<file path="config.mk">
export PLATFORM = sky130hd
export DESIGN_NAME = cau_front
export DESIGN_NICKNAME = d
export VERILOG_FILES = /design/src/sv/cau_pkg.sv /design/src/sv/cau_front.sv
export SDC_FILE = /design/constraint.sdc
export NUM_CORES = 1
export LEC_CHECK = 0
export ABC_CLOCK_PERIOD_IN_PS = 800
export BUFFER_PORTS_ARGS = -buffer_cell sky130_fd_sc_hd__buf_4
export CORE_AREA = 2 2 54 56
export DETAILED_ROUTE_END_ITERATION = 10
export DIE_AREA = 0 0 56 58
export PLACE_DENSITY = 0.79
export SLEW_MARGIN = 20
export SYNTH_ARGS = -nofsm -noshare
export SYNTH_HDL_FRONTEND = slang
export SYNTH_SLANG_ARGS = --single-unit
</file>
<file path="constraint.sdc">
create_clock -name vclk -period 0.8
set_input_delay 0.04 -clock vclk [all_inputs]
set_output_delay 0.04 -clock vclk [all_outputs]
set_load 0.02 [all_outputs]
</file>
<file path="src/sv/cau_pkg.sv">
package cau_pkg;

  localparam int OperandWidthDef = 16;
  localparam int FractionBitsDef = 16;
  localparam int OutWidth        = 49;
  localparam int KindWidth       = 2;
  localparam int QueueDepth      = 4;
  localparam int OutDataWidth    = ((2 * OutWidth + 7) / 8) * 8;

  typedef enum logic [KindWidth-1:0] {
    KIND_ADD = 2'd0,
    KIND_SUB = 2'd1,
    KIND_MUL = 2'd2,
    KIND_DIV = 2'd3
  } cau_kind_e;

  // Classification that the front end attaches to every operand set.
  typedef struct packed {
    cau_kind_e kind;
    logic      b_zero;
  } cau_ctrl_t;

endpackage

</file>
<file path="src/sv/cau_front.sv">
module cau_front import cau_pkg::*; #(
  parameter int OperandWidth = OperandWidthDef,
  parameter int InDataWidth  = ((4 * OperandWidth + 7) / 8) * 8
) (
  input  logic                      s_axis_tvalid_i,
  output logic                      s_axis_tready_o,
  input  logic [InDataWidth-1:0]    s_axis_tdata_i,
  input  logic [KindWidth-1:0]      s_axis_tuser_i,
  input  logic                      q_full_i,
  output logic                      push_o,
  output cau_ctrl_t                 ctrl_o,
  output logic [4*OperandWidth-1:0] ops_o
);

  logic [OperandWidth-1:0] b_real;
  logic [OperandWidth-1:0] b_imag;

  assign b_real = s_axis_tdata_i[3*OperandWidth-1:2*OperandWidth];
  assign b_imag = s_axis_tdata_i[4*OperandWidth-1:3*OperandWidth];

  assign s_axis_tready_o = !q_full_i;
  assign push_o          = s_axis_tvalid_i && !q_full_i;

  // A zero divisor is spotted here so the back end only has to carry a flag.
  assign ctrl_o.kind   = cau_kind_e'(s_axis_tuser_i);
  assign ctrl_o.b_zero = (b_real == '0) && (b_imag == '0);
  assign ops_o         = s_axis_tdata_i[4*OperandWidth-1:0];

endmodule

</file>
==> metrics.md <==
| Metric | Value |
|---|---|
| Outcome | `finished, violations left` |
| Failing checks | `negative setup slack` |
| Max-slew violations | `0` |
| Worst-path fanout max | `2` |
| Rows | `19` |
| Max IR drop VDD | `0.000229 V` |
| Share of layout cells above drive strength 1 | `between 90% and 100%` |
| Worst hold path type | `in2out` |
| Pleak | `0.425 nW` |
| Register area | `0 µm²` |
| Unique cell type count in the Yosys netlist | `7` |
| IO Pins | `approximately 140` |
| First-pass GRT wire length | `2.31 mm` |
| Achievable frequency | `1150 MHz` |
| Placer Congestion | `0.570` |
| Number of remaining DRC errors | `0` |
| Antenna Cells | `0` |
| RSZ-0062 raised after global routing | `yes` |
| Combinational Power Share | `between 90% and 100%` |
| Simple-gate share of the synthesized area | `a little over an eighth` |
| Ys Warns | `0` |
| DIE AREA | `0.00325 mm²` |
| Port Buffer Count | `69` |
| DR iter-0 viols | `4` |
| Via density | `approximately 4` |
| Wirelength per Cell | `13.8 µm` |
| WHS Path Cells | `0` |
| Kind of critical path | `in2out` |
| Compound-Gate Fraction of Synth Area | `0%` |
| Initial core utilization | `~22%` |
| Die Y | `58 µm` |
| Routed Wire Length | `1.72 mm` |
| CP endpoint kind | `output port` |
| Post-synthesis adder-cell area fraction | `0%` |
| Tot GR Track Use | `8.87%` |
| Area share of xor/xnor cells in the synthesized design | `0%` |
| Post-synthesis mux area share | `0%` |
| Area of the multi-input gates | `169 µm²` |
| Syn Std Cell Area | `approximately 580 µm²` |
| Clock share of power | `0%` |
| Dpl ws | `-270 ps` |
| Hold path endpoint | `ops_o[14]` |
| Worst setup SP type | `primary input` |
| CP Data Required Time | `around 760 ps` |
| Core area | `around 0.0027 mm²` |
| Sequential-to-total area share from yosys stat | `0%` |
| Sw power | `around 0.24 mW` |
| Die Span X | `56 µm` |
| Worst Path Arrival | `830 ps` |
| Pin count of the biggest net entering global routing | `3` |
| Final setup TNS | `-71.4 ps` |
| Crit path time final | `871 ps` |
| Fin crit share | `109%` |
| Final setup viols | `1` |
| # nets final | `164` |
| Total of max-cap violations | `0` |
| Gr ovfl total | `0` |
| Part of the power in registers | `0%` |
| Vias in the first global route | `454` |
| Drt pass-1 iters | `2` |
| Slew HR | `roughly 84%` |
| Dominant combinational cell family by area after synthesis | `buffers and inverters` |
| DRT antenna net count | `0` |
| Vias | `501` |
| Post-CTS Hold Buffers | `0` |
| FFs & Latches | `0` |
| Hold_sp | `s_axis_tdata_i[14]` |
| Cells after synthesis | `79` |
| CLK BUF | `0` |
| Initial antenna violation count | `0` |
| Internal power | `0.283 mW` |
| Switching Share | `45.9%` |
| Post-Synthesis Mean Instance Area | `approximately 7.3 µm²` |
| Non-Filler Instances | `approximately 130` |
| Power density over the cells | `615 mW/mm²` |
| Design Power | `roughly 0.52 mW` |
| Setup repair bufs after CTS | `0` |
| Fill cells | `291` |
| Final Hold Vio Count | `0` |
| Area Growth Syn to Fin | `47.0%` |
| Syn_nets | `147` |
| Final worst setup slack | `-71.4 ps` |
| Worst Tran Pin Value | `245 ps` |
| Inst Count DP | `125` |
==> stage by stage <==
step / cell area, µm² / util, % / hold WS (ps)
6_report: 850 / 31.9 / 80.0
3_3_place_gp: 729 / 27.4 / 80.1
5_1_grt: 850 / 31.9 / 80.0
4_1_cts: 786 / 29.5 / 80.1
3_5_place_dp: 729 / 27.4 / 80.1
2_1_floorplan: 578 / - / 157
==> power groups by stage <==
stage          logic [mW]  registers, mW  clock network, mW
2_1_floorplan       0.500              0                  0
3_3_place_gp        0.462              0                  0
3_5_place_dp        0.467              0                  0
4_1_cts             0.495              0                  0
5_1_grt             0.549              0                  0
6_report            0.522              0                  0
==> cell usage in the layout (no fill, tap or decap) <==
cell and n:
nor4_1 1, nand4_1 2, nor4_4 6, buf_6 6, nor2b_1 1, inv_1 1, nor4_2 1, buf_8 1
nor2_1 1, buf_4 74
==> Yosys cell counts <==
cell type  instances  share of area, %
inv_1              1              0.65
nor4_1             7               7.6
nor2b_1            1               1.1
buf_4             66                86
nor2_1             1              0.65
nor4_2             1               2.2
nand4_1            2               2.2
==> cell type report <==
class	instances	area share, %
timing repair buffer	81	75.1
multi-input combinational	12	19.9
tap	31	4.57
inverter	1	0.442
==> cell families after synthesis <==
| group | count (synthesis) |
|---|---|
| AND/OR/NAND/NOR | 12 |
| buffers and inverters | 67 |
==> routing by layer <==
layer  vias up  global-route usage, %  routed length, µm
met5         -                      0                  0
met4         0                   4.76                 53
met3        14                   4.91                363
met2        59                   17.1                905
met1       207                   7.01                397
li1        221                      -                  -
==> how the worst max path moves through the flow <==
stage / startpoint / to / slack [ps] / depth (start not counted)
finish: s_axis_tdata_i[37] / ctrl_o[0] / -70 / 5
global route: s_axis_tdata_i[54] / ctrl_o[0] / -150 / 5
CTS: s_axis_tdata_i[34] / ctrl_o[0] / -110 / 5
detailed placement: s_axis_tdata_i[33] / ctrl_o[0] / -270 / 5
global placement: s_axis_tdata_i[33] / ctrl_o[0] / -300 / 5
floorplan: s_axis_tdata_i[56] / ctrl_o[0] / 50 / 3
==> worst max-delay path, stage by stage <==
cell	delay, ps
buf_4	110
nor4_1	280
nand4_1	140
nor2_1	110
buf_4	150
==> timing repair <==
item                                    4_1_cts  5_1_grt
gates resized for setup                       9       11
pin swaps                                     4        5
endpoints found under the setup margin        1        1
Note: power is estimated with default switching activity, not from simulation.
