<file path="config.mk">
export PLATFORM = sky130hd
export DESIGN_NAME = cau_queue
export DESIGN_NICKNAME = d
export VERILOG_FILES = /design/src/sv/cau_pkg.sv /design/src/sv/cau_queue.sv
export SDC_FILE = /design/constraint.sdc
export NUM_CORES = 1
export LEC_CHECK = 0
export BUFFER_PORTS_ARGS = -buffer_cell sky130_fd_sc_hd__buf_2
export CORE_ASPECT_RATIO = 2
export CORE_MARGIN = 5
export CORE_UTILIZATION = 40
export CTS_CLUSTER_DIAMETER = 40
export DETAILED_ROUTE_END_ITERATION = 7
export PLACE_DENSITY = 0.58
export SYNTH_ARGS = -nofsm -noshare
export SYNTH_HDL_FRONTEND = slang
export SYNTH_SLANG_ARGS = --single-unit
export TNS_END_PERCENT = 5
</file>
<file path="constraint.sdc">
create_clock -name clk_i -period 1.84 [get_ports clk_i]
set_input_delay 0.368 -clock clk_i [delete_from_list [all_inputs] [get_ports clk_i]]
set_output_delay 0.368 -clock clk_i [all_outputs]
set_load 0.005 [all_outputs]
</file>
<file path="src/sv/cau_pkg.sv">
package cau_pkg;

  localparam int OperandWidthDef = 16;
  localparam int FractionBitsDef = 16;
  localparam int OutWidth        = 49;
  localparam int KindWidth       = 2;
  localparam int QueueDepth      = 4;
  localparam int OutDataWidth    = ((2 * OutWidth + 7) / 8) * 8;

  typedef enum logic [KindWidth-1:0] {
    KIND_ADD = 2'd0,
    KIND_SUB = 2'd1,
    KIND_MUL = 2'd2,
    KIND_DIV = 2'd3
  } cau_kind_e;

  // Classification that the front end attaches to every operand set.
  typedef struct packed {
    cau_kind_e kind;
    logic      b_zero;
  } cau_ctrl_t;

endpackage

</file>
<file path="src/sv/cau_queue.sv">
module cau_queue import cau_pkg::*; #(
  parameter int Width = 8,
  parameter int Depth = QueueDepth
) (
  input  logic             clk_i,
  input  logic             rst_ni,
  input  logic             push_i,
  input  logic [Width-1:0] data_i,
  output logic             full_o,
  input  logic             pop_i,
  output logic [Width-1:0] data_o,
  output logic             empty_o
);

  localparam int PtrW = (Depth > 1) ? $clog2(Depth) : 1;
  localparam int CntW = $clog2(Depth + 1);

  logic [Width-1:0] mem_q [Depth];
  logic [PtrW-1:0]  wr_q, wr_d, rd_q, rd_d;
  logic [CntW-1:0]  cnt_q, cnt_d;

  function automatic logic [PtrW-1:0] ptr_inc(input logic [PtrW-1:0] p);
    if (p == PtrW'(Depth - 1)) begin
      return '0;
    end
    return p + PtrW'(1);
  endfunction

  assign full_o  = (cnt_q == CntW'(Depth));
  assign empty_o = (cnt_q == '0);
  assign data_o  = mem_q[rd_q];

  always_comb begin
    wr_d  = push_i ? ptr_inc(wr_q) : wr_q;
    rd_d  = pop_i ? ptr_inc(rd_q) : rd_q;
    cnt_d = cnt_q;
    if (push_i && !pop_i) begin
      cnt_d = cnt_q + CntW'(1);
    end else if (pop_i && !push_i) begin
      cnt_d = cnt_q - CntW'(1);
    end
  end

  always_ff @(posedge clk_i) begin
    if (push_i) begin
      mem_q[wr_q] <= data_i;
    end
  end

  always_ff @(posedge clk_i or negedge rst_ni) begin
    if (!rst_ni) begin
      wr_q  <= '0;
      rd_q  <= '0;
      cnt_q <= '0;
    end else begin
      wr_q  <= wr_d;
      rd_q  <= rd_d;
      cnt_q <= cnt_d;
    end
  end

  a_no_push_when_full : assert property (@(posedge clk_i) disable iff (!rst_ni)
    push_i |-> !full_o) else $error("queue written while full");

  a_no_pop_when_empty : assert property (@(posedge clk_i) disable iff (!rst_ni)
    pop_i |-> !empty_o) else $error("queue read while empty");

endmodule

</file>
==> metrics.txt <==
Arr. time, crit path 1450 ps; Switching Share 28.0%; fin cells 160; Cell Int Power 1.90 mW; M2 GR Usage 18.9%; Port-buffer cells 21; GR Overflow Total 0; met3 GRT Util 3.78%; Routed Wire Length 2480 um; grt met1 use 11.2%; Clk pwr share 21.4%; post-synth net total 98; Ports 22; mean cell area of the mapped netlist 19.9 um2; Comb power frac 29.3%; max_slew headroom 67.9%; share of cells above drive strength 1 36.7%; Setup Fix Bufs, Post-CTS 0; CTS clk-pin slew, worst paths 70 ps; placed cell area 0.00174 mm2; f_max 549 MHz; status finished, final reports clean; first-pass GRT wire length 4080 um; Slew Limit Fails 0; Net Switching 0.737 mW; post-synthesis sequential area ratio 72.4%; sequential power share 49.3%; TritonCTS clock tree built; initial antenna violation count 0; Hold Violations, Final 0; GRT Resource Usage Total 11.1%; commonest non-fill, non-tap cell in the layout edfxtp_1; largest net degree at the start of global routing 12; Ant. Diodes 0; crit-path max FO 5; Seq cells post-synth 39; CTS buffer count 5; worst slew pin tran 481 ps; DR WL/cell 15.5 um; Synth warnings 0; vias 766; min cycle time layout 1820 ps; Cell Pwr Density 1430 mW/mm2; post-synth cell types 18; antenna viol nets, final 0; drt pass-1 iters 2; leak pwr 0.695 nW; setup violators final 0; vias in the first global route 858; CTS sink cnt 39; Fin Clk Skew 8.21 ps; final worst slack 20.1 ps; CTS H-tree lvls 2; Final nets 127; Root Driver clkbuf_8; Util after Layout 48.0%; DP HPWL 1770 um; max cap viols 0; gpl congestion 0.616; worst path required time 1470 ps; Area growth syn-to-layout 17.5%; Clock Latency Late Sink 280 ps; WS Path Type reg -> out; CTS max path bufs 2; post-route cell area 0.00185 mm2; Via-to-Cell Ratio 4.79; Total Die Area 0.00535 mm2; chip width 54.3 um; final routed DRC violation total 0; most frequent cells in the layout 32 x edfxtp_1, 21 x buf_2, 8 x mux4_2; RSZ-0062 raised after global routing yes; Tcrit/Tclk final 98.9%; die height 98.6 um; CP startpoint kind register; busiest layer in global routing met2; Crit. End Element output port; pre-CTS setup slack 177 ps; Initial Utilization 40.9%; Syn Inst Count 79; row count 32; Mapped Area 0.00157 mm2; placed instance count 151; Max IR drop VDD 0.000819 V; core area 0.00384 mm2; 1st-iter DRT viols 7; Hold Path Class in -> reg
worst paths after layout:
kind / end / slack [ps] / startpoint / cells after the start
worst max-delay path: data_o[1] / 20 / rd_q[0] / 3
worst min register to register: cnt_q[2] / 510 / cnt_q[2] / 1
min in group asynchronous: cnt_q[2] / 440 / rst_ni / 2
worst min-delay path: mem_q[3][4] / 300 / data_i[4] / 1
max in group asynchronous: rd_q[1] / 1230 / rst_ni / 2
worst max register to register: mem_q[1][3] / 400 / wr_q[1] / 3
worst max-delay path: stages, from the launching register on:
cell and delay, ps:
dfrtp_1 370, buf_6 140, mux4_2 510, buf_2 150
stage by stage:
step	hold WS, ps	setup TNS (ps)	total power [mW]
after floorplan	72.4	0	1.80
after global placement	210	0	2.05
after detailed placement	216	0	2.09
after CTS	290	0	2.66
after global routing	293	-220	2.81
final	300	0	2.64
what timing repair did:
item / 4_1_cts / 5_1_grt
setup endpoints to repair: 0 / 8
resized for setup: 0 / 2
hold buffers: 1 / 0
hold endpoints to repair: 7 / 0
per-layer routing:
metal,routed length [um],up-vias
met4,68,0
li1,-,357
met3,138,6
met2,1370,19
met5,0,-
met1,905,384
cell type report:
class	instances	area [um2]
fillers	357	2000
flip-flops and latches	39	1140
multi-input cells	33	399
repair buffers	24	138
clock buffers	7	86.3
well taps	51	63.8
inverters	5	18.8
clock inverters	1	3.75
kinds of logic (layout without fill, tap and decap cells):
| family | Yosys count | in the layout | synth area share [%] |
|---|---|---|---|
| xor+xnor | 3 | 3 | 1.67 |
| mux | 11 | 11 | 13.6 |
| simple gates | 10 | 10 | 3.43 |
| compound gates | 2 | 2 | 0.637 |
| flops | 39 | 39 | 72.4 |
| fa+ha+maj | 7 | 7 | 6.06 |
| buf+inv | 7 | 37 | 2.23 |
synthesized netlist by cell type:
library cell  instances  area [um2]
o21ai_0               2        10.0
nor3b_1               1        7.51
xnor2_1               1        8.76
dfrtp_1               7         175
buf_6                 1        11.3
fa_1                  1        20.0
and2_1                4        25.0
nor2_1                2        7.51
buf_2                 1        5.00
nand2_1               1        3.75
mux2_2                3        33.8
mux4_2                8         180
edfxtp_1             32         961
inv_1                 5        18.8
xor2_1                2        17.5
nor3_1                1        5.00
ha_1                  6        75.1
nand3_1               1        5.00
registers in the layout (all words and copies together) (netlist names):
| name | cells |
|---|---|
| rd_q | 2 |
| mem_q | 32 |
| wr_q | 2 |
| cnt_q | 3 |
power groups by stage:
stage / clock, mW / sequential [mW] / combinational (mW)
floorplan: 0 / 1.25 / 0.551
global placement: 0 / 1.30 / 0.754
detailed placement: 0 / 1.32 / 0.775
CTS: 0.580 / 1.30 / 0.785
global route: 0.614 / 1.33 / 0.868
finish: 0.565 / 1.30 / 0.772
(Power assumes the default switching activity.)
